## config.mk

```make
export PLATFORM = sky130hd
export DESIGN_NAME = grd_div
export DESIGN_NICKNAME = d
export VERILOG_FILES = /design/src/sv/grd_pkg.sv /design/src/sv/grd_div.sv
export SDC_FILE = /design/constraint.sdc
export NUM_CORES = 2
export LEC_CHECK = 0
export ABC_CLOCK_PERIOD_IN_PS = 3650
export BUFFER_PORTS_ARGS = -buffer_cell sky130_fd_sc_hd__clkbuf_2
export CAP_MARGIN = 30
export CORE_ASPECT_RATIO = 2
export CORE_MARGIN = 3
export CORE_UTILIZATION = 48
export CTS_BUF_LIST = sky130_fd_sc_hd__clkbuf_2
export DETAILED_ROUTE_END_ITERATION = 10
export PLACE_DENSITY = 0.66
export SYNTH_ARGS = -nofsm -noshare
export SYNTH_HDL_FRONTEND = slang
export SYNTH_SLANG_ARGS = --single-unit
```

## constraint.sdc

```tcl
create_clock -name clock -period 3.65 [get_ports clock]
set_input_delay 0.365 -clock clock [delete_from_list [all_inputs] [get_ports clock]]
set_output_delay 0.365 -clock clock [all_outputs]
set_load 0.02 [all_outputs]
```

## src/sv/grd_pkg.sv

```systemverilog
`timescale 1ns / 1ps

package grd_pkg;

   localparam int FRAC_BITS            = 16;
   localparam int MAX_GRID_DIM         = 255;
   localparam int CORDIC_STEPS_DEFAULT = 16;
   localparam int CORDIC_STEPS_MAX     = 24;

   localparam int CSR_INDEX_W = 3;
   localparam int CSR_DATA_W  = 48;

   localparam logic [CSR_INDEX_W-1:0] CSR_MODE        = 3'd0;
   localparam logic [CSR_INDEX_W-1:0] CSR_COLUMNS     = 3'd1;
   localparam logic [CSR_INDEX_W-1:0] CSR_ROWS        = 3'd2;
   localparam logic [CSR_INDEX_W-1:0] CSR_TEX_ORIGIN  = 3'd3;
   localparam logic [CSR_INDEX_W-1:0] CSR_TEX_SIZE    = 3'd4;
   localparam logic [CSR_INDEX_W-1:0] CSR_SHAPE_X     = 3'd5;
   localparam logic [CSR_INDEX_W-1:0] CSR_SHAPE_Y     = 3'd6;
   localparam logic [CSR_INDEX_W-1:0] CSR_SWEEP_ANGLE = 3'd7;

   // divider geometry
   localparam int DIV_NUM_W = 34;
   localparam int DIV_QBITS = 33;
   localparam int DIV_DEN_W = 9;

   // angle constants in q.30
   localparam logic signed [44:0] QPI      = 45'sd3373259426;
   localparam logic signed [44:0] QHALF_PI = 45'sd1686629713;
   localparam logic signed [44:0] QTWO_PI  = 45'sd6746518852;
   localparam logic signed [33:0] QGAIN    = 34'sd652032874;

   localparam int CORDIC_FIXED_LAT = 14;
   localparam int PIPE_FIXED_LAT   = 40;

   typedef struct packed {
      logic [7:0] column;
      logic [7:0] row;
   } req_type;

   typedef struct packed {
      logic signed [31:0] pos_x;
      logic signed [31:0] pos_y;
      logic signed [23:0] tex_u;
      logic signed [23:0] tex_v;
      logic [15:0]        vertex_index;
      logic               cell_valid;
      logic [15:0]        index_a;
      logic [15:0]        index_b;
      logic [15:0]        index_c;
      logic [15:0]        index_d;
      logic [15:0]        index_e;
      logic [15:0]        index_f;
   } rsp_type;

   function automatic int grd_latency(input int steps);
      return steps + CORDIC_FIXED_LAT + PIPE_FIXED_LAT;
   endfunction

   function automatic logic signed [33:0] atan_q30(input logic [4:0] idx);
      logic signed [33:0] a;
      unique case (idx)
         5'd0:    a = 34'sd843314856;
         5'd1:    a = 34'sd497837829;
         5'd2:    a = 34'sd263043836;
         5'd3:    a = 34'sd133525158;
         5'd4:    a = 34'sd67021686;
         5'd5:    a = 34'sd33543515;
         5'd6:    a = 34'sd16775850;
         5'd7:    a = 34'sd8388437;
         5'd8:    a = 34'sd4194282;
         5'd9:    a = 34'sd2097149;
         5'd10:   a = 34'sd1048575;
         5'd11:   a = 34'sd524287;
         5'd12:   a = 34'sd262143;
         5'd13:   a = 34'sd131071;
         5'd14:   a = 34'sd65535;
         5'd15:   a = 34'sd32767;
         5'd16:   a = 34'sd16383;
         5'd17:   a = 34'sd8191;
         5'd18:   a = 34'sd4095;
         5'd19:   a = 34'sd2047;
         5'd20:   a = 34'sd1023;
         5'd21:   a = 34'sd511;
         5'd22:   a = 34'sd255;
         5'd23:   a = 34'sd127;
         default: a = 34'sd0;
      endcase
      return a;
   endfunction

   function automatic logic signed [31:0] sat32(input logic signed [63:0] x);
      logic signed [31:0] r;
      if (x > 64'sd2147483647) begin
         r = 32'sh7fffffff;
      end else if (x < -64'sd2147483648) begin
         r = 32'sh80000000;
      end else begin
         r = x[31:0];
      end
      return r;
   endfunction

   function automatic logic signed [23:0] sat24(input logic signed [63:0] x);
      logic signed [23:0] r;
      if (x > 64'sd8388607) begin
         r = 24'sh7fffff;
      end else if (x < -64'sd8388608) begin
         r = 24'sh800000;
      end else begin
         r = x[23:0];
      end
      return r;
   endfunction

endpackage

```

## src/sv/grd_div.sv

```systemverilog
`timescale 1ns / 1ps

module grd_div (
   input  logic                                    clock,
   input  logic signed [grd_pkg::DIV_NUM_W-1:0]    num,
   input  logic        [grd_pkg::DIV_DEN_W-1:0]    den,
   output logic signed [grd_pkg::DIV_NUM_W-1:0]    quo
);
   import grd_pkg::*;

   typedef struct packed {
      logic [DIV_QBITS-1:0] mag;
      logic [DIV_QBITS-1:0] q;
      logic [DIV_DEN_W-1:0] rem;
      logic [DIV_DEN_W-1:0] den;
      logic                 neg;
   } div_stage_type;

   function automatic div_stage_type div_step(input div_stage_type s);
      div_stage_type r;
      logic [DIV_DEN_W:0] trial;
      r     = s;
      trial = {s.rem, s.mag[DIV_QBITS-1]};
      r.mag = {s.mag[DIV_QBITS-2:0], 1'b0};
      if (trial >= {1'b0, s.den}) begin
         r.rem = DIV_DEN_W'(trial - {1'b0, s.den});
         r.q   = {s.q[DIV_QBITS-2:0], 1'b1};
      end else begin
         r.rem = trial[DIV_DEN_W-1:0];
         r.q   = {s.q[DIV_QBITS-2:0], 1'b0};
      end
      return r;
   endfunction

   div_stage_type                   st_ff [DIV_QBITS];
   div_stage_type                   st_in [DIV_QBITS];
   div_stage_type                   head;
   logic signed [DIV_NUM_W-1:0]     neg_num;
   logic signed [DIV_NUM_W-1:0]     quo_ff;
   logic signed [DIV_NUM_W-1:0]     quo_in;
   logic signed [DIV_NUM_W-1:0]     qz;

   always_comb begin
      neg_num  = -num;
      head.neg = num[DIV_NUM_W-1];
      head.mag = num[DIV_NUM_W-1] ? neg_num[DIV_QBITS-1:0] : num[DIV_QBITS-1:0];
      head.q   = '0;
      head.rem = '0;
      head.den = den;
      st_in[0] = div_step(head);
   end

   for (genvar i = 1; i < DIV_QBITS; i++) begin : g_stage
      always_comb begin
         st_in[i] = div_step(st_ff[i-1]);
      end
   end

   // floor for negative numerators
   always_comb begin
      qz = $signed({1'b0, st_ff[DIV_QBITS-1].q});
      if (st_ff[DIV_QBITS-1].neg) begin
         quo_in = (st_ff[DIV_QBITS-1].rem != '0) ? -qz - 34'sd1 : -qz;
      end else begin
         quo_in = qz;
      end
   end

   always_ff @(posedge clock) begin
      st_ff  <= st_in;
      quo_ff <= quo_in;
   end

   assign quo = quo_ff;

endmodule

```

==> reports/results.txt <==
Root buffer cell - clkbuf_2
Hold crit path type - flop to flop
Slew Limit Fails - 0
DRT Wirelength - 104500 um
Final Hold Viols - 0
Layout cells sized above 1 - 14.45%
DRC Markers - 0
Pwr dens - 836.5 nW/um2
XOR/XNOR share of the synthesized area - 3.470%
Core area - 110200 um2
Vias in the first global route - 36857
WL per Instance - 14.80 um
Clk sink count - 1741
HPWL reported at the end of detailed placement - 76750 um
LEAKAGE - 27.67 nW
Via density - 4.884
Hold Path Cell Cnt - 0
Largest net degree at the start of global routing - 30
Critical Path Source Type - flop
Tcrit/Tclk final - 94.66%
Synth top cells by count - 1741 x dfxtp_1, 496 x inv_1, 367 x a21oi_1
# H-tree levels - 5
Boundary Pins - 78
Later-pin clock latency in the skew report - 1.54 ns
CTS tree - yes
Top post-synthesis cells by area - dfxtp_1 65%, ha_1 6.9%, inv_1 3.5%
Synth cell types - 77
Die Wd - 242.1 um
Mean area per synthesized cell - 11.37 um2
Synth-to-Final Area Change - 13.61%
Top-count cell post-synth - dfxtp_1
Synth area leader - dfxtp_1
Measured slew at the worst slew-check pin - 0.9297 ns
Fillers - 9712
Max-slew headroom - 38.02%
Total Routing Usage GR - 18.09%
EDFF count, synth - 0
Status - finished, final reports clean
Die Y - 478.2 um
Total gr overflow - 0
Crit path time final - 3.455 ns
YS warnings - 0
Placed inst area - 56250 um2
Register area - 34860 um2
Critical path arrival - 4.83 ns
RePlAce Congestion - 0.8797
Drt pass-1 iters - 5
Post-synth ARST share - 0%
Multi-input logic area - 16600 um2
CP endpoint kind - flop
Simple-Gate Fraction of Synth Area - 9.947%
Final core occ - 55.17%
Max-cap check violation count - 0
Largest family of logic cells by synthesized area - simple AND/OR/NAND/NOR gates
Worst-path clk slew - 0.12 ns
Antenna violations before repair - 3
IR drop worst, VDD - 0.3263 mV
Post-synth net total - 5075
Site row count - 172
Yosys reg bits - 1741
Post-Synth Adder-Cell Area - 8.048%
WP data required - 5.02 ns
Crit path kind - flop to flop
Post-DRT Antenna Nets - 0
Worst r2r path cells - 12
Final Skew - 0.1462 ns
Top-area cell type share of the netlist area - 65.14%
Post-synthesis sequential area ratio - 65.14%
CTS buffer count - 370
Total power - 50.85 mW
Syn Inst Count - 4706
Cell Area, Synth - 53510 um2
Die Area - 115800 um2
Ys flop type - dfxtp_1
DRT iter0 DRCs - 873
Compound-Gate Fraction of Synth Area - 8.635%
Initial Utilization - 48.56%
Global-route wire length before repair - 166200 um
Final setup violating endpoints - 0
PnR worst setup slack - 0.1950 ns
Design area - 60790 um2
Place WS - 0.09928 ns
Max FO, Critical Path - 9
PortBufs - 77
Setup TNS - 0 ns
CTS max path bufs - 4
Unrepaired setup endpoints after global routing - false
Mux cell area share after synthesis - 0.7903%
NumNets Final - 5700
Max frequency - 289.4 MHz
DR vias - 34474
metal layers:
layer	track usage (%)	share of wire [%]
met4	15.10	7.9
met2	40.36	63
met5	0	0
met1	10.66	26
met3	4.249	3.3
worst max-delay path, cell delays in order (launching register included):
cell       delay, ns
dfxtp_2         0.37
inv_1           0.08
ha_1            0.18
or4b_4          0.54
nor3_4          0.16
mux2_2          0.40
buf_4           0.16
a2111oi_4       0.42
nand4_4         0.17
buf_4           0.21
or3_1           0.33
a31oi_1         0.15
nand2b_1        0.11
flip-flops by register name, indices dropped and copies added (netlist names):
| signal | cells |
|---|---|
| qz | 33 |
| st_ff | 1674 |
| quo | 34 |
timing repair:
item	4_1_cts	5_1_grt
resized for setup	1	15
buffers inserted	0	1
pin swaps	0	1
endpoints found under the hold margin	52	0
hold buffers	134	0
setup endpoints to repair	1	14
cell families after synthesis:
group | count (synthesis)
DFF | 1741
muxes | 38
adders and majority gates | 325
buffers and inverters | 556
and+or+nand+nor | 1062
AOI/OAI and AO/OA | 772
xor gates and xnor gates | 212
power by group:
part           switching (mW)  internal (mW)  total (mW)
clock network            6.66           4.12        10.8
registers                1.76           23.7        25.4
logic                    8.30           6.33        14.6
total                    16.7           34.1        50.9
per-stage QoR:
step	hold WS (ns)	instances
global route	0.2044	7059
CTS	0.01554	7055
finish	0.2756	7059
floorplan	0.3096	4706
global placement	0.3097	6304
detailed placement	0.3121	6304
placed cells by master (no fill, tap or decap), types with 17 or more instances in the layout:
cell / Yosys / layout
clkinv_1: 0 / 73
o31ai_1: 47 / 47
o21ai_0: 151 / 150
nor2b_1: 99 / 99
nand3_1: 60 / 59
nor4bb_1: 31 / 31
nor2_1: 316 / 315
xnor2_1: 173 / 173
dlygate4sd3_1: 0 / 133
a21oi_1: 367 / 366
buf_4: 1 / 103
nand2_1: 251 / 251
a2111oi_0: 21 / 21
nand2b_1: 30 / 30
clkbuf_2: 0 / 591
inv_1: 496 / 496
or3_1: 29 / 29
o41ai_1: 19 / 19
a21o_1: 34 / 34
nor3_1: 79 / 78
or2_2: 18 / 18
xor2_1: 39 / 39
fa_1: 32 / 32
clkinv_2: 0 / 17
a21boi_0: 44 / 44
a211oi_1: 34 / 34
nand4_1: 82 / 82
mux2_2: 34 / 34
dfxtp_1: 1741 / 1739
ha_1: 293 / 292
layout make-up:
cell class	instances	share of cell area, %
multi-input combinational	2409	27.31
sequential	1741	57.34
clock inverter	103	0.9056
clock buffer	514	4.232
timing repair buffer	313	4.096
inverter	496	3.062
antenna	4	0.01646
tap	1479	3.044
path summary, 6_finish.rpt:
path	slack [ns]	to	from
max	0.20	quo[22]	qz[0]
min	0.28	st_ff[2364]	st_ff[2448]
max reg2reg	0.20	quo[22]	qz[0]
min reg2reg	0.28	st_ff[2364]	st_ff[2448]
Note: power is estimated with default switching activity, not from simulation.
